### src/rtl/rbs_pkg.sv
// ----------------------------------------------------------------------------
// rbs_pkg
// shared widths, types and constants of the ray versus box slab test
// ----------------------------------------------------------------------------
package rbs_pkg;

  localparam int FRAC_BITS = 16;                 // coordinate fraction bits
  localparam int CW        = 32;                 // coordinate width
  localparam int DW        = CW + 1;             // corner minus origin width
  localparam int NW        = DW + FRAC_BITS;     // scaled numerator width
  localparam int HW        = NW - CW;            // numerator bits above quotient
  localparam int DIV_LAT   = CW + 3;             // abs, setup, steps, finish
  localparam int LAT       = DIV_LAT + 4;        // input reg, divider, fold x3

  localparam logic signed [CW-1:0] T_MAX = {1'b0, {(CW-1){1'b1}}};
  localparam logic signed [CW-1:0] T_MIN = {1'b1, {(CW-1){1'b0}}};

  // one restoring divider stage: partial remainder, shifting numerator and
  // quotient word, divisor and result sign / overflow
  typedef struct packed {
    logic [CW-1:0] r;
    logic [CW-1:0] nq;
    logic [CW-1:0] d;
    logic          neg;
    logic          ovf;
  } div_pipe_t;

  // zero direction handling of one axis
  typedef struct packed {
    logic zero;
    logic in_slab;
    logic below;
  } axis_flag_t;

endpackage

### src/rtl/rbs_div_step.sv
// ----------------------------------------------------------------------------
// rbs_div_step
// one registered restoring division step, one quotient bit
// ----------------------------------------------------------------------------
module rbs_div_step
  import rbs_pkg::*;
(
  input  logic      clk,
  input  div_pipe_t d_in,
  output div_pipe_t d_out
);

  logic [CW:0]   trial;
  logic          ge;
  logic [CW:0]   diff;
  div_pipe_t     nxt;

  always_comb begin
    trial = {d_in.r, d_in.nq[CW-1]};
    diff  = trial - {1'b0, d_in.d};
    ge    = trial >= {1'b0, d_in.d};
    nxt   = d_in;
    nxt.r  = ge ? diff[CW-1:0] : trial[CW-1:0];
    nxt.nq = {d_in.nq[CW-2:0], ge};
  end

  always_ff @(posedge clk) begin
    d_out <= nxt;
  end

endmodule

### src/rtl/rbs_slab_div.sv
// ----------------------------------------------------------------------------
// rbs_slab_div
// pipelined signed quotient (diff << FRAC_BITS) / dir, truncated, saturated
// ----------------------------------------------------------------------------
module rbs_slab_div
  import rbs_pkg::*;
(
  input  logic                 clk,
  input  logic signed [DW-1:0] diff,
  input  logic signed [CW-1:0] dir,
  output logic signed [CW-1:0] t_slab
);

  logic [NW-1:0] n_mag;
  logic [CW-1:0] d_mag;
  logic          neg1;
  logic [DW-1:0] diff_abs;
  logic [CW-1:0] dir_abs;
  div_pipe_t     stg0;
  div_pipe_t     stg [0:CW];
  logic [CW-1:0] q;
  logic          big;

  assign diff_abs = diff[DW-1] ? DW'(-diff) : DW'(diff);
  assign dir_abs  = dir[CW-1] ? CW'(-dir) : CW'(dir);

  // magnitudes and result sign
  always_ff @(posedge clk) begin
    n_mag <= {diff_abs, {FRAC_BITS{1'b0}}};
    d_mag <= dir_abs;
    neg1  <= diff[DW-1] ^ dir[CW-1];
  end

  // overflow check and remainder setup
  always_ff @(posedge clk) begin
    stg0.r   <= {{(CW-HW){1'b0}}, n_mag[NW-1:CW]};
    stg0.nq  <= n_mag[CW-1:0];
    stg0.d   <= d_mag;
    stg0.neg <= neg1;
    stg0.ovf <= {{(CW-HW){1'b0}}, n_mag[NW-1:CW]} >= d_mag;
  end

  assign stg[0] = stg0;

  for (genvar i = 0; i < CW; i++) begin : g_step
    rbs_div_step u_step (
      .clk   (clk),
      .d_in  (stg[i]),
      .d_out (stg[i+1])
    );
  end

  assign q   = stg[CW].nq;
  assign big = stg[CW].ovf;

  // sign and saturation
  always_ff @(posedge clk) begin
    if (stg[CW].neg) begin
      if (big || (q[CW-1] && (q[CW-2:0] != '0))) begin
        t_slab <= T_MIN;
      end else begin
        t_slab <= CW'(-q);
      end
    end else begin
      if (big || q[CW-1]) begin
        t_slab <= T_MAX;
      end else begin
        t_slab <= q;
      end
    end
  end

endmodule

### config.mk
export PLATFORM = sky130hd
export DESIGN_NAME = rbs_slab_div
export DESIGN_NICKNAME = d
export VERILOG_FILES = /design/src/rtl/rbs_pkg.sv /design/src/rtl/rbs_div_step.sv /design/src/rtl/rbs_slab_div.sv
export SDC_FILE = /design/constraint.sdc
export NUM_CORES = 2
export LEC_CHECK = 0
export BUFFER_PORTS_ARGS = -buffer_cell sky130_fd_sc_hd__buf_4
export CAP_MARGIN = 5
export CORE_ASPECT_RATIO = 0.7
export CORE_UTILIZATION = 40
export CTS_BUF_LIST = sky130_fd_sc_hd__clkbuf_4 sky130_fd_sc_hd__clkbuf_8
export DETAILED_ROUTE_END_ITERATION = 16
export GPL_TIMING_DRIVEN = 1
export PLACE_DENSITY = 0.59
export SETUP_SLACK_MARGIN = 0.3
export SLEW_MARGIN = 20
export SYNTH_ARGS = -nofsm -noshare
export SYNTH_HDL_FRONTEND = slang
export SYNTH_SLANG_ARGS = --single-unit
### constraint.sdc
create_clock -name clk -period 9.7 [get_ports clk]
set_input_delay 1.455 -clock clk [delete_from_list [all_inputs] [get_ports clk]]
set_output_delay 1.455 -clock clk [all_outputs]
set_load 0.05 [all_outputs]
After elaboration in Yosys (flattened, before gate mapping)
Cells that the tools add are included.
W data, S select, Z words.
- output and inout port bits: 32
- word-level logic and storage cells: 293
- register bits: 2861
- reductions and logical operators: 4
- bitwise operators: 1
- add/sub/neg operators: 34
- muxes and demuxes: 36
- $lt $le $gt $ge: 33
- operators by type and width (cell ; count):
    $mux W32 ; 34
    $ge A33 B32 Y1 ; 31
    $sub A32 B32 Y32 ; 30
    $neg A32 Y32 ; 2
    $neg A33 Y33 ; 1
    $ge A17 B32 Y1 ; 1
    $ge A18 B32 Y1 ; 1
    $sub A18 B32 Y32 ; 1
    $mux W31 ; 1
    $reduce_bool A31 Y1 ; 1
    $mux W18 ; 1
    $logic_or A1 B1 Y1 ; 2
    $logic_and A1 B1 Y1 ; 1
    $xor A1 B1 Y1 ; 1

Longest topological paths before layout
- depth in word-level cells: 5
- mapped depth: 16
- gate-level depth less buffers: 14

Hierarchy
From an unflattened synthesis, not the netlist that was laid out.
- cells, all modules: 15014
- area, all modules: 145405.7 µm²
- by module, submodules not included (module ; times used ; cells each ; area an instance (µm²) ; sequential area each (µm²)):
    rbs_div_step (g_step[13].u_step ...) ; 23 ; 457 ; 4289.1 ; 1961.9
    rbs_div_step (g_step[0].u_step ...) ; 7 ; 438 ; 4516.8 ; 1961.9
    rbs_slab_div ; 1 ; 599 ; 6231.0 ; 3303.2
    rbs_div_step (g_step[12].u_step) ; 1 ; 437 ; 4566.9 ; 1961.9
    rbs_div_step (g_step[21].u_step) ; 1 ; 401 ; 4340.4 ; 1961.9

Worst setup path before layout
Ideal clock, no wire load.
- path type: in2reg
- start: input dir[13]
- end: register d_mag[29]
- arrival: 3885 ps
- data required time: 9628 ps
- stages: 8
- slack: 5743 ps
- setup time: 72 ps
- cells stage by stage: or4_4 or3_1 or3_1 or3_1 or3_1 nand2b_4 o31ai_2 xnor2_1
- longest elaborated chain between the ends: 2
- RTL lines (item ; line ; source):
    start: declaration ; rbs_slab_div.sv:10 ; input logic signed [CW-1:0] dir,
    $neg A32 Y32 ; rbs_slab_div.sv:25 ; assign dir_abs = dir[CW-1] ? CW'(-dir) : CW'(dir);
    $mux W31 ; rbs_slab_div.sv:25 ;
    net dir_abs[29] ; rbs_slab_div.sv:18 ; logic [CW-1:0] dir_abs;
    end signal: assignment ; rbs_slab_div.sv:30 ; d_mag <= dir_abs;
    end: declaration ; rbs_slab_div.sv:15 ; logic [CW-1:0] d_mag;
The timed path passes the listed nets, and every way through them passes these cells.
A chain may end at the register's enable or synchronous reset.

==> out/qor.log <==
[setup_path] crit path DAT 5.46 ns
[run_status] status finished clean
[clock_network] # resized after CTS 0
[synth] Post-Syn Instances 13020
[clock_network] clock slew at the register clock pins of the worst setup and hold paths 0.06 ns
[clock_network] total number of H-tree levels 5
[sta] final worst path period need 4.580 ns
[power_and_ir_drop] power consumption 50.80 mW
[routing] drt pass-1 iters 9
[synth] number of synthesized flops with an enable pin 0
[global_route] initial antenna violation count 14
[finish] utilization after layout 45.26%
[place] Routability Congestion 0.9317
[finish] design area 0.1378 mm^2
[floorplanning] area of the core region 0.3045 mm^2
[sta] setup repair after global routing missed its margin no
[setup_path] reg-to-reg setup timing slack 5.12 ns
[synth] register bit total from synthesis 2861
[global_route] global-route wire length before repair 487900 um
[global_route] GRT overflow 0
[power_and_ir_drop] maximum vdd drop 0.1766 mV
[synth] Synth Flop Type sky130_fd_sc_hd__dfxtp_1
[setup_path] largest fanout on the critical path 53
[sta] Clock Skew 0.1100 ns
[place] post-place instance area 0.1279 mm^2
[sta] timing-limited maximum frequency 0.2183 GHz
[finish] leading cell types in the layout, fill and taps excluded sky130_fd_sc_hd__dfxtp_1 (2860), sky130_fd_sc_hd__inv_1 (1284), sky130_fd_sc_hd__a21oi_1 (1105)
[clock_network] CTS Root Cell sky130_fd_sc_hd__clkbuf_8
[global_route] number of global-route vias before repair 82640
[finish] area taken by multi-input logic gates 0.05986 mm^2
[finish] Register Area 0.05728 mm^2
[clock_network] TritonCTS Buffers 426
[finish] layout cells sized above 1 9.624%
[finish] Layout Area Growth over Synthesis 11.98%
[synth] Post-Synthesis Mean Instance Area 9.455 um^2
[power_and_ir_drop] leakage power figure 62.80 nW
[clock_network] clock latency of the later-clocked register in the worst-skew pair 1.05 ns
[sta] transition time of the tightest slew-check pin 1.117 ns
[finish] filler cell count in the final layout 29120
[routing] Remaining DRCs 0
[global_route] busiest layer in global routing met1
[routing] vias per inst 5.101
[flow_run] Max Cap Viol 0
[clock_network] clock tree from TritonCTS yes
[place] Port Buffers 97
[power_and_ir_drop] power share of the sequential group 34.0%
[sta] Final Slew Violations 0
[power_and_ir_drop] Net Switching 19.65 mW
[power_and_ir_drop] power share of the combinational group 44.2%
[setup_path] Setup crit start kind register
[routing] wire length per cell after detailed routing 18.08 um
[synth] sequential area share after synthesis 46.54%
[synth] Unique masters post-synth 101
[finish] most common library cell in the layout ignoring fill and taps sky130_fd_sc_hd__dfxtp_1
[global_route] met2 Resource Use GR 23.59%
[place] half-perimeter wire length after detailed placement 249300 um
[floorplanning] Top-Level Pins 98
[routing] post-route ant nets 0
[synth] proportion of register bits with asynchronous set or reset after synthesis 0%
[sta] Post-Route Setup TNS 0 ns
[clock_network] clock tree buffer depth 4
[clock_network] Post-CTS Hold Fix Bufs 0
[global_route] All-Layer GR Usage 19.87%
[floorplanning] Chip Height 466.1 um
[floorplanning] Starting Density 40.42%
[routing] Detailed Route Iter0 Violations 8303
[sta] number of hold-slack violations in the final timing report 0
[routing] via total after detailed routing 89780
[sta] worst hold margin 0.2408 ns
[floorplanning] width of the chip 665.0 um
[clock_network] postcts setup bufs 0
[synth] cell area after technology mapping 0.1231 mm^2
[setup_path] critical path class register to register
[power_and_ir_drop] Pwr Density 368.6 mW/mm^2
[sta] final clock period utilization by the worst path 47.22%
[floorplanning] Die Outline Area 0.3099 mm^2
[floorplanning] Row Count 169
[global_route] global routing met3 resource utilization 5.352%
[power_and_ir_drop] net switching fraction of the power 38.68%
[clock_network] Num Clock Sinks 2861
[min_path] worst min-delay path category register to register
[synth] count of synthesis-stage warnings from yosys 0
[setup_path] Required @ worst endpoint 10.58 ns
[power_and_ir_drop] Pint 31.15 mW
[power_and_ir_drop] proportion of power drawn by the clock network 21.8%
[setup_path] category of the worst setup path capture point register
[global_route] met1 usage 33.62%
[routing] final wirelength 318100 um
[sta] Setup-failing EPs final 0
[global_route] largest net degree at the start of global routing 65
[synth] Post-Syn Nets 14140
[sta] Slew Limit Headroom 25.55%
[finish] number of nets at the end of the flow 14370
-- logic make-up after synthesis --
kind of cell,count (synthesis),share of synthesized area (%)
buffers and inverters,1612,4.992
adder cells (fa/ha/maj),1060,10.97
AO/OA/AOI/OAI,3481,17.54
XOR/XNOR,876,6.235
flip-flops,2861,46.54
AND/OR/NAND/NOR,2794,10.71
multiplexers,331,3.013
-- cell type report --
cell class                      instances  share of cell area, %
Multi-Input combinational cell       8542                  43.44
Sequential cell                      2861                  41.56
Clock buffer                          635                  5.838
Tap cell                             4018                  3.648
Inverter                             1284                  3.497
Clock inverter                        119                  1.275
Timing Repair Buffer                  129                 0.7173
Antenna cell                           13                0.02361
-- routing by layer --
layer  share of wire (%)  routed length [um]  vias up
met3                 9.3               29710      370
met1                  56              178200    41010
met5                   0                   0        -
met2                  33              105300     2791
met4                 1.6                4932        0
li1                    -                   -    45610
-- cells in the mapped netlist, types with 26 or more instances --
master / number / share of area [%]
sky130_fd_sc_hd__ha_1: 1029 / 10
sky130_fd_sc_hd__buf_2: 68 / 0.28
sky130_fd_sc_hd__o31a_1: 56 / 0.40
sky130_fd_sc_hd__nor3_1: 149 / 0.61
sky130_fd_sc_hd__nor2_1: 735 / 2.2
sky130_fd_sc_hd__o21ai_0: 850 / 3.5
sky130_fd_sc_hd__o211ai_1: 40 / 0.24
sky130_fd_sc_hd__o21ai_1: 47 / 0.19
sky130_fd_sc_hd__nor2b_1: 148 / 0.75
sky130_fd_sc_hd__nand2_1: 901 / 2.7
sky130_fd_sc_hd__a211oi_1: 63 / 0.38
sky130_fd_sc_hd__nand3_1: 188 / 0.76
sky130_fd_sc_hd__and2_1: 53 / 0.27
sky130_fd_sc_hd__o21a_1: 138 / 0.84
sky130_fd_sc_hd__a21o_1: 490 / 3.0
sky130_fd_sc_hd__o31ai_1: 69 / 0.42
sky130_fd_sc_hd__inv_1: 1284 / 3.9
sky130_fd_sc_hd__nand2b_1: 130 / 0.66
sky130_fd_sc_hd__nand4_1: 162 / 0.82
sky130_fd_sc_hd__nor4_1: 50 / 0.25
sky130_fd_sc_hd__or3_1: 58 / 0.29
sky130_fd_sc_hd__clkbuf_1: 250 / 0.76
sky130_fd_sc_hd__o21bai_1: 119 / 0.73
sky130_fd_sc_hd__xor2_1: 341 / 2.4
sky130_fd_sc_hd__dfxtp_1: 2861 / 47
sky130_fd_sc_hd__a31oi_1: 124 / 0.63
sky130_fd_sc_hd__fa_1: 31 / 0.50
sky130_fd_sc_hd__a21boi_0: 26 / 0.16
sky130_fd_sc_hd__mux2_2: 308 / 2.8
sky130_fd_sc_hd__and3_1: 78 / 0.40
sky130_fd_sc_hd__a211o_1: 33 / 0.23
sky130_fd_sc_hd__a21oi_1: 1111 / 4.5
sky130_fd_sc_hd__xnor2_1: 535 / 3.8
sky130_fd_sc_hd__or2_2: 39 / 0.20
sky130_fd_sc_hd__a311oi_1: 28 / 0.20
-- flip-flops by register name, indices dropped and copies added, names as in the netlist --
| name | count |
|---|---|
| g_step.u_step.d_out | 2696 |
| t_slab | 32 |
| neg1 | 1 |
| stg | 67 |
| d_mag | 32 |
| n_mag | 33 |
-- critical path, stage by stage, from the launching register on --
cell                        delay (ns)
sky130_fd_sc_hd__dfxtp_1          0.40
sky130_fd_sc_hd__inv_1            0.06
sky130_fd_sc_hd__ha_1             0.36
sky130_fd_sc_hd__o21a_1           0.13
sky130_fd_sc_hd__o31a_1           0.18
sky130_fd_sc_hd__o21ai_0          0.15
sky130_fd_sc_hd__a21oi_1          0.33
sky130_fd_sc_hd__o2111ai_1        0.17
sky130_fd_sc_hd__o2bb2ai_1        0.24
sky130_fd_sc_hd__o21ai_0          0.85
sky130_fd_sc_hd__a21oi_1          0.38
sky130_fd_sc_hd__o31ai_4          0.26
sky130_fd_sc_hd__buf_4            0.51
sky130_fd_sc_hd__mux2_2           0.41
-- metrics by stage --
| stage | setup slack, ns | cells |
|---|---|---|
| after floorplan | 5.743 | 13020 |
| after global placement | 5.186 | 16830 |
| after detailed placement | 5.192 | 16830 |
| after CTS | 5.208 | 17590 |
| after global routing | 4.868 | 17590 |
| final | 5.120 | 17600 |
-- final timing paths --
kind / depth (start not counted) / start / endpoint
setup reg to reg: 13 / g_step[25].u_step.d_out[4] / g_step[26].u_step.d_out[73]
setup / recovery: 13 / g_step[25].u_step.d_out[4] / g_step[26].u_step.d_out[73]
hold reg to reg: 0 / g_step[18].u_step.d_out[45] / g_step[19].u_step.d_out[46]
hold / removal: 0 / g_step[18].u_step.d_out[45] / g_step[19].u_step.d_out[46]
-- power groups by stage --
stage	sequential, mW	clock, mW	combinational, mW
floorplan	16.3	0	17.3
global placement	17.5	0	21.8
detailed placement	17.4	0	21.9
CTS	17.2	11.4	22.1
global route	17.5	11.9	25.0
finish	17.3	11.1	22.5
No activity file was read; power rests on OpenSTA's default activity.
